[src/hw/rtl/strain_median_peak_stats_top_macros.svh]
// ----------------------------------------------------------------------------
// Assertion macros for the strain median / peak statistics block
// Shared concurrent property wrappers, clocked on the rising edge.
// ----------------------------------------------------------------------------
`ifndef STRAIN_MEDIAN_PEAK_STATS_TOP_MACROS_SVH
`define STRAIN_MEDIAN_PEAK_STATS_TOP_MACROS_SVH

// same-cycle implication
`define SMPS_ASSERT_IMP(lbl, clk, rst, ante, cons, msg) \
   lbl: assert property (@(posedge clk) disable iff (rst) (ante) |-> (cons)) \
      else $error(msg);

// next-cycle implication
`define SMPS_ASSERT_NXT(lbl, clk, rst, ante, cons, msg) \
   lbl: assert property (@(posedge clk) disable iff (rst) (ante) |=> (cons)) \
      else $error(msg);

`endif

[src/hw/rtl/smps_pkg.sv]
`timescale 1ns / 1ps
// ----------------------------------------------------------------------------
// smps_pkg
// Shared constants, register map and controller/datapath interface types.
// ----------------------------------------------------------------------------
package smps_pkg;

   localparam int MEDIAN_SAMPLES_DEF = 5;
   localparam int REPEATS_DEF        = 5;
   localparam int FRAC_BITS_DEF      = 8;

   localparam int SAMPLE_W   = 24;
   localparam int OUT_W      = 25;
   localparam int RSP_DATA_W = 56;
   localparam int CSR_ADDR_W = 3;
   localparam int CSR_DATA_W = 32;

   // register index, taken from paddr[2]
   localparam logic CSR_GAUGE_RECIP = 1'b0;
   localparam logic CSR_ZERO_OFFSET = 1'b1;

   localparam logic [SAMPLE_W-1:0] GAUGE_RECIP_RST = 24'd15753;

   localparam logic signed [OUT_W-1:0] MEAN_HI  = 25'sd16777215;
   localparam logic signed [OUT_W-1:0] MEAN_LO  = -25'sd16777216;
   localparam logic        [OUT_W-1:0] RANGE_HI = 25'h1FF_FFFF;

   typedef struct packed {
      logic mul_load;   // latch product of incoming sample
      logic win_write;  // store scaled sample at window index
      logic med_test;   // test candidate at window index
      logic upd;        // fold median into running max/min
      logic fin_sum;    // form max+min and max-min
      logic out_load;   // load result register
      logic clear;      // reset running max/min
   } dp_cmd_type;

   typedef struct packed {
      logic med_found;
      logic out_free;
   } dp_stat_type;

endpackage

[src/hw/rtl/strain_median_peak_stats_top.sv]
`timescale 1ns / 1ps
// ----------------------------------------------------------------------------
// strain_median_peak_stats_top
// Scales bridge ADC samples to fixed-point strain, takes the median of each
// group, tracks max/min over the groups and emits midpoint and range.
// ----------------------------------------------------------------------------
// Channel   Ports      Payload
// req       req_t*     tdata[23:0] raw_sample
// rsp       rsp_t*     tdata[24:0] mean_strain, [49:25] range_strain
// csr       csr_p*     0x0 gauge_recip, 0x4 zero_offset
//
// A sample passes a multiply step and a scale/store step before the next is taken.
// A sample closing a group adds the median sweep, which tests candidates in turn
// until the median is found, then an update step; the run's last sample adds a sum step
// and an output load step. Reset is synchronous; no clearing pass is needed.
// A stalled rsp channel holds the block only when a new result is ready while
// the result register is still full.
// ----------------------------------------------------------------------------
module strain_median_peak_stats_top #(
   parameter int MEDIAN_SAMPLES = smps_pkg::MEDIAN_SAMPLES_DEF,
   parameter int REPEATS        = smps_pkg::REPEATS_DEF,
   parameter int FRAC_BITS      = smps_pkg::FRAC_BITS_DEF
) (
   input  logic                                clock,
   input  logic                                reset,
   input  logic                                req_tvalid,
   output logic                                req_tready,
   input  logic [smps_pkg::SAMPLE_W-1:0]       req_tdata,   // [23:0] raw_sample
   output logic                                rsp_tvalid,
   input  logic                                rsp_tready,
   output logic [smps_pkg::RSP_DATA_W-1:0]     rsp_tdata,   // [24:0] mean, [49:25] range
   input  logic                                csr_psel,
   input  logic                                csr_penable,
   input  logic                                csr_pwrite,
   input  logic [smps_pkg::CSR_ADDR_W-1:0]     csr_paddr,
   input  logic [smps_pkg::CSR_DATA_W-1:0]     csr_pwdata,
   output logic [smps_pkg::CSR_DATA_W-1:0]     csr_prdata,
   output logic                                csr_pready
);

   localparam int IDX_W = (MEDIAN_SAMPLES > 1) ? $clog2(MEDIAN_SAMPLES) : 1;

   logic [smps_pkg::SAMPLE_W-1:0]        gauge_recip;
   logic signed [smps_pkg::SAMPLE_W-1:0] zero_offset;
   smps_pkg::dp_cmd_type                 cmd;
   smps_pkg::dp_stat_type                stat;
   logic [IDX_W-1:0]                     idx;

   assign csr_pready = 1'b1;

   smps_csr u_csr (
      .clock       (clock),
      .reset       (reset),
      .csr_psel    (csr_psel),
      .csr_penable (csr_penable),
      .csr_pwrite  (csr_pwrite),
      .csr_index   (csr_paddr[2]),
      .csr_pwdata  (csr_pwdata),
      .csr_prdata  (csr_prdata),
      .gauge_recip (gauge_recip),
      .zero_offset (zero_offset)
   );

   smps_ctrl #(
      .MEDIAN_SAMPLES (MEDIAN_SAMPLES),
      .REPEATS        (REPEATS),
      .IDX_W          (IDX_W)
   ) u_ctrl (
      .clock      (clock),
      .reset      (reset),
      .req_tvalid (req_tvalid),
      .req_tready (req_tready),
      .cmd        (cmd),
      .idx        (idx),
      .stat       (stat)
   );

   smps_dp #(
      .MEDIAN_SAMPLES (MEDIAN_SAMPLES),
      .FRAC_BITS      (FRAC_BITS),
      .IDX_W          (IDX_W)
   ) u_dp (
      .clock       (clock),
      .reset       (reset),
      .req_tdata   (req_tdata),
      .gauge_recip (gauge_recip),
      .zero_offset (zero_offset),
      .cmd         (cmd),
      .idx         (idx),
      .stat        (stat),
      .rsp_tvalid  (rsp_tvalid),
      .rsp_tready  (rsp_tready),
      .rsp_tdata   (rsp_tdata)
   );

endmodule

[src/hw/rtl/smps_csr.sv]
`timescale 1ns / 1ps
// ----------------------------------------------------------------------------
// smps_csr
// APB register file: gauge reciprocal and zero offset.
// ----------------------------------------------------------------------------
module smps_csr (
   input  logic                                   clock,
   input  logic                                   reset,
   input  logic                                   csr_psel,
   input  logic                                   csr_penable,
   input  logic                                   csr_pwrite,
   input  logic                                   csr_index,
   input  logic [smps_pkg::CSR_DATA_W-1:0]        csr_pwdata,
   output logic [smps_pkg::CSR_DATA_W-1:0]        csr_prdata,
   output logic [smps_pkg::SAMPLE_W-1:0]          gauge_recip,
   output logic signed [smps_pkg::SAMPLE_W-1:0]   zero_offset
);

   logic [smps_pkg::SAMPLE_W-1:0]        recip_ff,  recip_in;
   logic signed [smps_pkg::SAMPLE_W-1:0] offset_ff, offset_in;
   logic                                 wr_en;

   assign wr_en = csr_psel & csr_penable & csr_pwrite;

   always_comb begin
      recip_in  = recip_ff;
      offset_in = offset_ff;
      if (wr_en) begin
         unique case (csr_index)
            smps_pkg::CSR_GAUGE_RECIP: recip_in  = csr_pwdata[smps_pkg::SAMPLE_W-1:0];
            smps_pkg::CSR_ZERO_OFFSET: offset_in = $signed(csr_pwdata[smps_pkg::SAMPLE_W-1:0]);
         endcase
      end
   end

   always_ff @(posedge clock) begin
      if (reset) begin
         recip_ff  <= smps_pkg::GAUGE_RECIP_RST;
         offset_ff <= '0;
      end else begin
         recip_ff  <= recip_in;
         offset_ff <= offset_in;
      end
   end

   always_comb begin
      unique case (csr_index)
         smps_pkg::CSR_GAUGE_RECIP: csr_prdata = smps_pkg::CSR_DATA_W'(recip_ff);
         smps_pkg::CSR_ZERO_OFFSET: csr_prdata = smps_pkg::CSR_DATA_W'(offset_ff);
      endcase
   end

   assign gauge_recip = recip_ff;
   assign zero_offset = offset_ff;

endmodule

[src/hw/rtl/smps_dp.sv]
`timescale 1ns / 1ps
// ----------------------------------------------------------------------------
// smps_dp
// Datapath: scaling multiplier, sample window, median test, peak tracking,
// final midpoint/range with saturation and the result register.
// ----------------------------------------------------------------------------
module smps_dp #(
   parameter int MEDIAN_SAMPLES = smps_pkg::MEDIAN_SAMPLES_DEF,
   parameter int FRAC_BITS      = smps_pkg::FRAC_BITS_DEF,
   parameter int IDX_W          = (MEDIAN_SAMPLES > 1) ? $clog2(MEDIAN_SAMPLES) : 1
) (
   input  logic                                   clock,
   input  logic                                   reset,
   input  logic [smps_pkg::SAMPLE_W-1:0]          req_tdata,
   input  logic [smps_pkg::SAMPLE_W-1:0]          gauge_recip,
   input  logic signed [smps_pkg::SAMPLE_W-1:0]   zero_offset,
   input  smps_pkg::dp_cmd_type                   cmd,
   input  logic [IDX_W-1:0]                       idx,
   output smps_pkg::dp_stat_type                  stat,
   output logic                                   rsp_tvalid,
   input  logic                                   rsp_tready,
   output logic [smps_pkg::RSP_DATA_W-1:0]        rsp_tdata
);

   localparam int SHIFT  = smps_pkg::SAMPLE_W - FRAC_BITS;
   localparam int PROD_W = 2 * smps_pkg::SAMPLE_W + 1;
   localparam int WIN_W  = FRAC_BITS + 26;
   localparam int SUM_W  = WIN_W + 1;
   localparam int CNT_W  = $clog2(MEDIAN_SAMPLES + 1);
   localparam int MID    = MEDIAN_SAMPLES / 2;
   localparam int PAD_W  = smps_pkg::RSP_DATA_W - 2 * smps_pkg::OUT_W;

   localparam logic signed [WIN_W-1:0] RUN_MIN   = {1'b1, {(WIN_W-1){1'b0}}};
   localparam logic signed [WIN_W-1:0] RUN_MAX   = {1'b0, {(WIN_W-1){1'b1}}};
   localparam logic signed [SUM_W-1:0] MEAN_BIAS = {{(SUM_W-FRAC_BITS-1){1'b0}},
                                                    {(FRAC_BITS+1){1'b1}}};

   logic signed [PROD_W-1:0] prod_ff, prod_in;
   logic signed [WIN_W-1:0]  win_ff [MEDIAN_SAMPLES];
   logic signed [WIN_W-1:0]  win_in;
   logic signed [WIN_W-1:0]  med_ff, max_ff, max_in, min_ff, min_in;
   logic signed [SUM_W-1:0]  sum_ff;
   logic        [SUM_W-1:0]  diff_ff;
   logic                              rsp_valid_ff, rsp_valid_in;
   logic signed [smps_pkg::OUT_W-1:0] mean_ff, mean_in;
   logic        [smps_pkg::OUT_W-1:0] range_ff, range_in;

   logic signed [PROD_W-1:0] prod_sh;
   logic signed [WIN_W-1:0]  off_sc;
   logic signed [WIN_W-1:0]  cand;
   logic [CNT_W-1:0]         n_lt, n_le;
   logic signed [SUM_W-1:0]  bsum, mean_sh;
   logic        [SUM_W-1:0]  rng_sh;

   // scaling
   assign prod_in = PROD_W'($signed(req_tdata)) * PROD_W'($signed({1'b0, gauge_recip}));
   assign prod_sh = prod_ff >>> SHIFT;
   assign off_sc  = WIN_W'(zero_offset) <<< FRAC_BITS;
   assign win_in  = WIN_W'(prod_sh) - off_sc;

   // median test: candidate is the median when at most MID values lie below it
   // and more than MID lie at or below it
   assign cand = win_ff[idx];
   always_comb begin
      n_lt = '0;
      n_le = '0;
      for (int j = 0; j < MEDIAN_SAMPLES; j++) begin
         if (win_ff[j] < cand)  n_lt = n_lt + CNT_W'(1);
         if (win_ff[j] <= cand) n_le = n_le + CNT_W'(1);
      end
   end
   assign stat.med_found = (n_lt <= CNT_W'(MID)) && (n_le > CNT_W'(MID));

   always_comb begin
      max_in = max_ff;
      min_in = min_ff;
      if (cmd.clear) begin
         max_in = RUN_MIN;
         min_in = RUN_MAX;
      end else if (cmd.upd) begin
         if (med_ff > max_ff) max_in = med_ff;
         if (med_ff < min_ff) min_in = med_ff;
      end
   end

   // truncate toward zero: bias negative sums before the arithmetic shift
   assign bsum    = sum_ff[SUM_W-1] ? sum_ff + MEAN_BIAS : sum_ff;
   assign mean_sh = bsum >>> (FRAC_BITS + 1);
   assign rng_sh  = diff_ff >> FRAC_BITS;

   always_comb begin
      if (mean_sh > SUM_W'(smps_pkg::MEAN_HI))
         mean_in = smps_pkg::MEAN_HI;
      else if (mean_sh < SUM_W'(smps_pkg::MEAN_LO))
         mean_in = smps_pkg::MEAN_LO;
      else
         mean_in = mean_sh[smps_pkg::OUT_W-1:0];
      if (rng_sh > SUM_W'(smps_pkg::RANGE_HI))
         range_in = smps_pkg::RANGE_HI;
      else
         range_in = rng_sh[smps_pkg::OUT_W-1:0];
   end

   assign rsp_valid_in = cmd.out_load | (rsp_valid_ff & ~rsp_tready);
   assign stat.out_free = ~rsp_valid_ff | rsp_tready;

   always_ff @(posedge clock) begin
      if (cmd.mul_load)  prod_ff     <= prod_in;
      if (cmd.win_write) win_ff[idx] <= win_in;
      if (cmd.med_test && stat.med_found) med_ff <= cand;
      if (cmd.fin_sum) begin
         sum_ff  <= SUM_W'(max_ff) + SUM_W'(min_ff);
         diff_ff <= SUM_W'(max_ff) - SUM_W'(min_ff);
      end
      if (cmd.out_load) begin
         mean_ff  <= mean_in;
         range_ff <= range_in;
      end
   end

   always_ff @(posedge clock) begin
      if (reset) begin
         max_ff       <= RUN_MIN;
         min_ff       <= RUN_MAX;
         rsp_valid_ff <= 1'b0;
      end else begin
         max_ff       <= max_in;
         min_ff       <= min_in;
         rsp_valid_ff <= rsp_valid_in;
      end
   end

   assign rsp_tvalid = rsp_valid_ff;
   assign rsp_tdata  = {{PAD_W{1'b0}}, range_ff, mean_ff};

endmodule

[src/hw/rtl/smps_ctrl.sv]
`timescale 1ns / 1ps
// ----------------------------------------------------------------------------
// smps_ctrl
// Controller: sample and group counters, median candidate sweep, sequencing.
// ----------------------------------------------------------------------------
`include "strain_median_peak_stats_top_macros.svh"

module smps_ctrl #(
   parameter int MEDIAN_SAMPLES = smps_pkg::MEDIAN_SAMPLES_DEF,
   parameter int REPEATS        = smps_pkg::REPEATS_DEF,
   parameter int IDX_W          = (MEDIAN_SAMPLES > 1) ? $clog2(MEDIAN_SAMPLES) : 1
) (
   input  logic                   clock,
   input  logic                   reset,
   input  logic                   req_tvalid,
   output logic                   req_tready,
   output smps_pkg::dp_cmd_type   cmd,
   output logic [IDX_W-1:0]       idx,
   input  smps_pkg::dp_stat_type  stat
);

   localparam int GRP_W = (REPEATS > 1) ? $clog2(REPEATS) : 1;

   localparam logic [2:0] S_IDLE  = 3'd0;
   localparam logic [2:0] S_SCALE = 3'd1;
   localparam logic [2:0] S_MED   = 3'd2;
   localparam logic [2:0] S_UPD   = 3'd3;
   localparam logic [2:0] S_FIN1  = 3'd4;
   localparam logic [2:0] S_FIN2  = 3'd5;

   localparam logic [IDX_W-1:0] SMP_LAST = IDX_W'(MEDIAN_SAMPLES - 1);
   localparam logic [GRP_W-1:0] GRP_LAST = GRP_W'(REPEATS - 1);

   logic [2:0]       state_ff, state_in;
   logic [IDX_W-1:0] smp_ff, smp_in;
   logic [IDX_W-1:0] cand_ff, cand_in;
   logic [GRP_W-1:0] grp_ff, grp_in;
   logic             req_fire;

   // no transaction is taken while reset is held
   assign req_tready = (state_ff == S_IDLE) & ~reset;
   assign req_fire   = req_tvalid & req_tready;
   assign idx        = (state_ff == S_MED) ? cand_ff : smp_ff;

   always_comb begin
      state_in = state_ff;
      smp_in   = smp_ff;
      cand_in  = cand_ff;
      grp_in   = grp_ff;
      cmd      = '0;
      cmd.mul_load = req_fire;
      unique case (state_ff)
         S_IDLE: begin
            if (req_fire) state_in = S_SCALE;
         end
         S_SCALE: begin
            cmd.win_write = 1'b1;
            if (smp_ff == SMP_LAST) begin
               smp_in   = '0;
               cand_in  = '0;
               state_in = S_MED;
            end else begin
               smp_in   = smp_ff + IDX_W'(1);
               state_in = S_IDLE;
            end
         end
         S_MED: begin
            cmd.med_test = 1'b1;
            if (stat.med_found) state_in = S_UPD;
            else                cand_in  = cand_ff + IDX_W'(1);
         end
         S_UPD: begin
            cmd.upd = 1'b1;
            if (grp_ff == GRP_LAST) begin
               grp_in   = '0;
               state_in = S_FIN1;
            end else begin
               grp_in   = grp_ff + GRP_W'(1);
               state_in = S_IDLE;
            end
         end
         S_FIN1: begin
            cmd.fin_sum = 1'b1;
            state_in    = S_FIN2;
         end
         S_FIN2: begin
            if (stat.out_free) begin
               cmd.out_load = 1'b1;
               cmd.clear    = 1'b1;
               state_in     = S_IDLE;
            end
         end
         default: state_in = S_IDLE;
      endcase
   end

   always_ff @(posedge clock) begin
      if (reset) begin
         state_ff <= S_IDLE;
         smp_ff   <= '0;
         cand_ff  <= '0;
         grp_ff   <= '0;
      end else begin
         state_ff <= state_in;
         smp_ff   <= smp_in;
         cand_ff  <= cand_in;
         grp_ff   <= grp_in;
      end
   end

   `SMPS_ASSERT_NXT(a_fire_to_scale, clock, reset, req_fire, state_ff == S_SCALE, "accepted sample not scaled next")
   `SMPS_ASSERT_IMP(a_med_found, clock, reset, (state_ff == S_MED) && (cand_ff == SMP_LAST), stat.med_found, "median sweep found no median")
   `SMPS_ASSERT_IMP(a_med_cnt_clr, clock, reset, state_ff == S_MED, smp_ff == '0, "sample counter not cleared during median")

endmodule

[config.mk]
export PLATFORM = sky130hd
export DESIGN_NAME = strain_median_peak_stats_top
export DESIGN_NICKNAME = d
export VERILOG_FILES = /design/src/hw/rtl/smps_pkg.sv /design/src/hw/rtl/strain_median_peak_stats_top.sv /design/src/hw/rtl/smps_csr.sv /design/src/hw/rtl/smps_dp.sv /design/src/hw/rtl/smps_ctrl.sv
export VERILOG_INCLUDE_DIRS = /design/src /design/src/hw/rtl
export SDC_FILE = /design/constraint.sdc
export NUM_CORES = 2
export LEC_CHECK = 0
export ABC_AREA = 1
export CORE_UTILIZATION = 37
export CTS_CLUSTER_SIZE = 40
export DETAILED_ROUTE_END_ITERATION = 8
export DONT_BUFFER_PORTS = 1
export SKIP_LAST_GASP = 1
export SLEW_MARGIN = 20
export SYNTH_ARGS = -nofsm -noshare
export SYNTH_HDL_FRONTEND = slang
export SYNTH_HIERARCHICAL = 1
export SYNTH_SLANG_ARGS = --single-unit
export TNS_END_PERCENT = 1
[constraint.sdc]
create_clock -name clock -period 7.35 [get_ports clock]
set_clock_uncertainty 0.15 [all_clocks]
set_input_delay 1.47 -clock clock [delete_from_list [all_inputs] [get_ports clock]]
set_output_delay 1.47 -clock clock [all_outputs]
set_load 0.02 [all_outputs]
### Word-level counts from Yosys, hierarchy flattened

Memory sizes are Yosys's and may differ from the RTL's.
Index checks and enable logic that the tools add are counted.
Widths: inputs -> output; s select.

| cells by class | value |
|---|---|
| add/sub/neg operators | 15 |
| multiply operators | 1 |
| div/mod/pow operators | 0 |
| magnitude comparators | 17 |
| eq/ne operators | 12 |
| shift operators | 0 |
| multiplexer cells | 33 |
| bitwise logic cells | 11 |
| reductions and logical operators | 11 |

Operators with widths:

| operator | number |
|---|---|
| $lt 34x34->1 | 6 |
| $le 34x34->1 | 5 |
| $pmux 32 s2 | 1 |
| $mux 3 | 17 |
| $mul 24x25->49 | 1 |
| $add 34x34->35 | 1 |
| $add 35x10->35 const B | 1 |
| $mux 35 | 1 |
| $sub 34x34->35 | 1 |
| $gt 34x34->1 | 1 |
| $sub 33x32->34 | 1 |
| $add 3x1->3 const B | 11 |
| $gt 27x25->1 const B | 1 |
| $gt 26x25->1 const B | 1 |
| $lt 26x25->1 const B | 1 |
| $mux 25 | 1 |
| $pmux 3 s6 | 1 |
| $eq 3x3->1 const B | 4 |
| $mux 1 | 8 |
| $reduce_and 2->1 | 4 |
| $eq 3x2->1 const B | 2 |
| $mux 2 | 3 |
| $ne 2x1->1 const B | 3 |
| $pmux 3 s2 | 1 |
| other kinds (12) | 23 |

| storage, ports and cells | value |
|---|---|
| bits in registers | 332 |
| latch bits | 0 |
| bits in writable memories | 170 |
| memory bits (read-only) | 0 |
| input bits | 66 |
| output and inout bits | 91 |
| word-level logic and storage cells | 116 |
| memories | 1 |

Memories:

| memory | words | width | rd ports | clocked after Yosys merged registers in | wr ports | RTL line | source |
|---|---|---|---|---|---|---|---|
| u_dp.win_ff | 5 | 34 | 6 | 0 | 1 | smps_dp.sv:39 | `logic signed [WIN_W-1:0] win_ff [MEDIAN_SAMPLES];` |

### Logic depth before layout (Yosys ltp)

An unclocked memory read counts as a cell.

| logic depth | value |
|---|---|
| depth after elaboration | 17 |
| depth in mapped cells | 50 |
| depth with buffers taken out | 48 |

### Cells and area by module

Netlist, hierarchy kept.

Modules (own cells, without submodules):

| module | instances | cells each | area an instance (um2) | sequential area each (um2) |
|---|---|---|---|---|
| smps_dp | 1 | 5788 | 49935.4 | 14924.3 |
| smps_csr | 1 | 367 | 2270.9 | 960.9 |
| smps_ctrl | 1 | 100 | 719.4 | 240.2 |
| strain_median_peak_stats_top | 1 | 2 | 11.3 | 0.0 |

### Worst setup path after synthesis

OpenSTA, ideal clock, no wires.

| timing path | value |
|---|---|
| path type | input to register |
| start | input port req_tdata[23] (netlist name) |
| end | register u_dp.prod_ff[44] (data pin) |
| library setup time | 0.260 ns |
| arrival | 7.037 ns |
| required time | 6.940 ns |
| slack | -0.097 ns |
| stages | 22 |
| path buffers | 1 |
| path through | inv_1 > clkbuf_1 > nor2_1 > fa_1 > fa_1 > fa_1 > fa_1 > fa_1 > fa_1 > inv_1 > fa_1 > inv_1 > ha_1 > a21oi_1 > inv_1 > a31oi_1 > o21ai_0 > a21oi_1 > inv_1 > a221oi_1 > nand2_1 > xor2_1 |

| between the ends | value |
|---|---|
| word-level cells in the longest chain between the ends | 1 |

RTL lines:

| item | RTL line | source |
|---|---|---|
| from (decl) | strain_median_peak_stats_top.sv:28 | `input logic [smps_pkg::SAMPLE_W-1:0] req_tdata,` |
| $mul 24x25->49 | smps_dp.sv:56 | `assign prod_in = PROD_W'($signed(req_tdata)) * PROD_W'($signed({1'b0, gauge_recip}));` |
| via u_dp.prod_in[44] | smps_dp.sv:38 | `logic signed [PROD_W-1:0] prod_ff, prod_in;` |
| to (signal assigned) | smps_dp.sv:108 | `if (cmd.mul_load) prod_ff <= prod_in;` |
| to (decl) | smps_dp.sv:38 |  |

The timed path passes the listed nets, and every way through them passes these cells.
A chain may end at the register's enable or synchronous reset.

### Worst setup path in the final report

Ends and elaborated chain as after synthesis.

==> metrics <==
max-cap violation count 0; Area growth, synth to finish 11.1%; Antenna Nets Post-Route 0; number of buffers and inverters on the critical path 7; main combinational cell family by area after synthesis adder cells; mean area per synthesized cell 8.46 um2; most frequent cells after synthesis 1299 x inv_1, 1257 x nand2_1, 590 x nor2_1, 541 x ha_1, 483 x fa_1; Port-buffer cells 0; Slew HR 0.234; Worst EP arrival ~7.4 ns; adder-cell share of the synthesized area 0.311; Remaining DRCs 0; post-layout util 0.415; die area between 100000 and 150000 um2; total number of vias 41100; Crit path largest cell delay between 0.5 and 0.6 ns; crit-path max FO 3; Most used DFF post-synth edfxtp_1; Yosys cell types 64; Max Slew Vio Count 0; Total GRT Usage 0.211; Final period util 0.967; Startpoint Class input pin; hpwl dp approximately 120 mm; P per Cell Area 421 nW/um2; Fillers approximately 14000; total CTS buffers between 60 and 70; critical path class in -> reg; post-synthesis xor/xnor area fraction 0.0208; Min-Delay Path Class reg -> reg; Max Clk Rate 141 MHz; initial antenna violation count 1; CTS tree built; critical path data required time 7.61 ns; Gate Count Post-Synth 6257; largest net degree at the start of global routing 82; # clock sinks 580; first-pass GRT wire length 238 mm; non-filler cells, final slightly above 8000; outcome finished clean; Critical Path Slowest Stage Cell fa_1; final setup vio count 0; YS warnings 6; sequential fraction of the synthesis area 0.305; Placer Congestion 0.919; Yosys top cell area share 0.256; total gr overflow 0; root buf cell clkbuf_16; multiplexer area fraction after synthesis 0; EDFF count, synth 451; Core Area between 100000 and 150000 um2; number of global-route vias before repair 41900; RSZ-0062 raised after global routing yes; compound-cell area share of the yosys netlist 0.0768; routed len/inst 18.4 um; Via density 4.97; crit end category register; Clock transition at path regs 0.06 ns; Max Root-Sink Buffers 3; met1 Use GR 0.269; met3 Use GR 0.0288; clock latency on the worst-skew pair 0.67 ns; area leader, netlist edfxtp_1; # IOs 157; share of layout cells above drive strength 1 0.0698; row cnt 138; drt pass-1 iters 8; nets 7425; fin crit period 7.11 ns; Worst path most repeated cell fa_1; Post-Place Cells 8155; DIE HEIGHT 380 um; Synth Register Bits 580; Post-synth ARST share 0; count leader, synth inv_1; maximum VDD drop 0.000671 V; H-tree level count 3; crit-path leading delay family adder cells; final wirelength 152 mm; CP cell instances inv_1, or2_2, fa_1, fa_1, inv_1, fa_1, fa_1, fa_1, fa_1, inv_1, fa_1, inv_1, ha_1, a21oi_1, o21ai_0, inv_1, o21ai_0, a21oi_1, buf_4, inv_1, a221oi_1, nand2_1, xor2_1; top area cells in the synthesized netlist edfxtp_1 26%, fa_1 18%, ha_1 13%; met2 GRT Util 0.363; Leakage 29.1 nW; cell area after synthesis about 53000 um2; Initial Util 0.373; Final Hold Viols 0; die width 380 um; Synth Area in Simple Gates 0.175; worst slew pin tran 1.14 ns; 1st-iter DRT viols 2781; busiest layer in global routing met2
worst paths after layout:
| kind | endpoint | depth (start not counted) | slack, ns | from |
|---|---|---|---|---|
| setup / recovery | u_dp/prod_ff[44] | 23 | 0.24 | req_tdata[23] |
| hold / removal | u_ctrl/grp_ff[1] | 2 | 0.33 | u_ctrl/grp_ff[1] |
| setup reg to reg | u_dp/prod_ff[42] | 24 | 0.27 | u_csr/gauge_recip[3] |
| hold reg to reg | u_ctrl/grp_ff[1] | 2 | 0.33 | u_ctrl/grp_ff[1] |
registers in the layout (all words and copies together) (netlist names):
name and flops:
u_dp/range_ff 25, u_csr/zero_offset 24, u_dp/win_ff 272, u_dp/max_ff 34, u_ctrl/smp_ff 3, u_ctrl/state_ff 3
u_csr/gauge_recip 24, u_dp/rsp_tvalid 1, u_dp/min_ff 34, u_ctrl/grp_ff 3, u_dp/med_ff 34, u_dp/diff_ff 27
u_dp/prod_ff 33, u_dp/sum_ff 35, u_dp/mean_ff 25, u_ctrl/cand_ff 3
layout by cell type, fill, tap and decap left out, drive strengths merged, types with 3 or more instances in the layout:
cell type  Yosys  layout
inv         1305    1310
nand2       1264    1264
nor2         599     599
ha           541     541
fa           483     483
edfxtp       451     451
a21oi        313     313
o21ai        287     287
buf           63     236
nand3        198     198
dfxtp        129     129
nand4        105     105
xor2          97      97
clkbuf       170      80
nor3          36      36
xnor2         29      29
clkinv         3      29
a31oi         27      27
or2           23      23
o21a          21      21
a21o          16      16
o21bai        15      15
nor4          15      15
a21boi        10      10
o211ai         9       9
conb           2       7
clkinvlp       0       7
o2111ai        6       6
bufinv         0       5
o221ai         5       5
a221oi         5       5
a211oi         4       4
nand3b         4       4
o31ai          3       3
and3           3       3
worst register-to-register path, stage by stage, from the launching register on:
cell	delay, ns
dfxtp_1	0.79
buf_4	0.46
nand2_1	0.15
fa_1	0.53
inv_1	0.06
fa_1	0.53
ha_1	0.14
inv_1	0.06
fa_1	0.53
inv_1	0.05
fa_1	0.49
fa_1	0.55
inv_1	0.05
fa_1	0.53
inv_1	0.04
ha_1	0.30
a21oi_1	0.25
inv_1	0.07
a31oi_1	0.27
o21ai_0	0.18
a21oi_1	0.15
o21ai_1	0.16
nand4_1	0.11
nand2_1	0.09
xor2_1	0.15
what timing repair did:
action,4_1_cts,5_1_grt
buffers inserted,0,0
hold buffers,0,0
setup endpoints to repair,0,47
gates resized for setup,0,11
report_power, final:
group	switching [mW]	leakage, nW	internal (mW)
clock network	1.46	1.10	2.01
registers	0.145	5.20	4.45
logic	9.36	22.8	7.30
total	11.0	29.1	13.8
per-layer routing:
| metal | share of wire | vias to the layer above | wire (um) |
|---|---|---|---|
| met1 | 0.43 | 20000 | 64900 |
| li1 | - | 19800 | - |
| met5 | 0 | - | 0 |
| met2 | 0.48 | 1098 | 73400 |
| met3 | 0.055 | 251 | 8410 |
| met4 | 0.037 | 0 | 5590 |
stage by stage:
| stage | area [um2] | hold WS [ns] | power, mW | setup WS [ns] | TNS, ns |
|---|---|---|---|---|---|
| after global routing | 58800 | 0.353 | 27.0 | -0.0457 | -0.285 |
| after floorplan | 53000 | 0.301 | 14.0 | -0.0271 | -0.0353 |
| final | 58800 | 0.332 | 24.7 | 0.244 | 0 |
| after global placement | 56500 | 0.315 | 21.3 | -0.404 | -7.21 |
| after detailed placement | 56500 | 0.325 | 21.3 | -0.425 | -7.56 |
| after CTS | 58800 | 0.335 | 24.9 | 0.167 | 0 |
logic make-up (layout without fill, tap and decap cells):
group | after synthesis | after routing
DFF | 580 | 580
buffers and inverters | 1541 | 1667
and+or+nand+nor | 2253 | 2253
other | 2 | 8
xor gates and xnor gates | 126 | 126
adders and majority gates | 1024 | 1024
AOI/OAI and AO/OA | 731 | 731
final cells by class:
type	instances	area, um2	area share
repair buffers	236	2040	0.0347
multi-input cells	4141	31100	0.528
clock inverters	43	438	0.00745
well taps	1890	2360	0.0402
clock buffers	80	1850	0.0315
diodes	1	2.50	0.0000426
flip-flops and latches	580	16100	0.274
inverters	1308	4910	0.0835
Note: power is estimated with default switching activity, not from simulation.
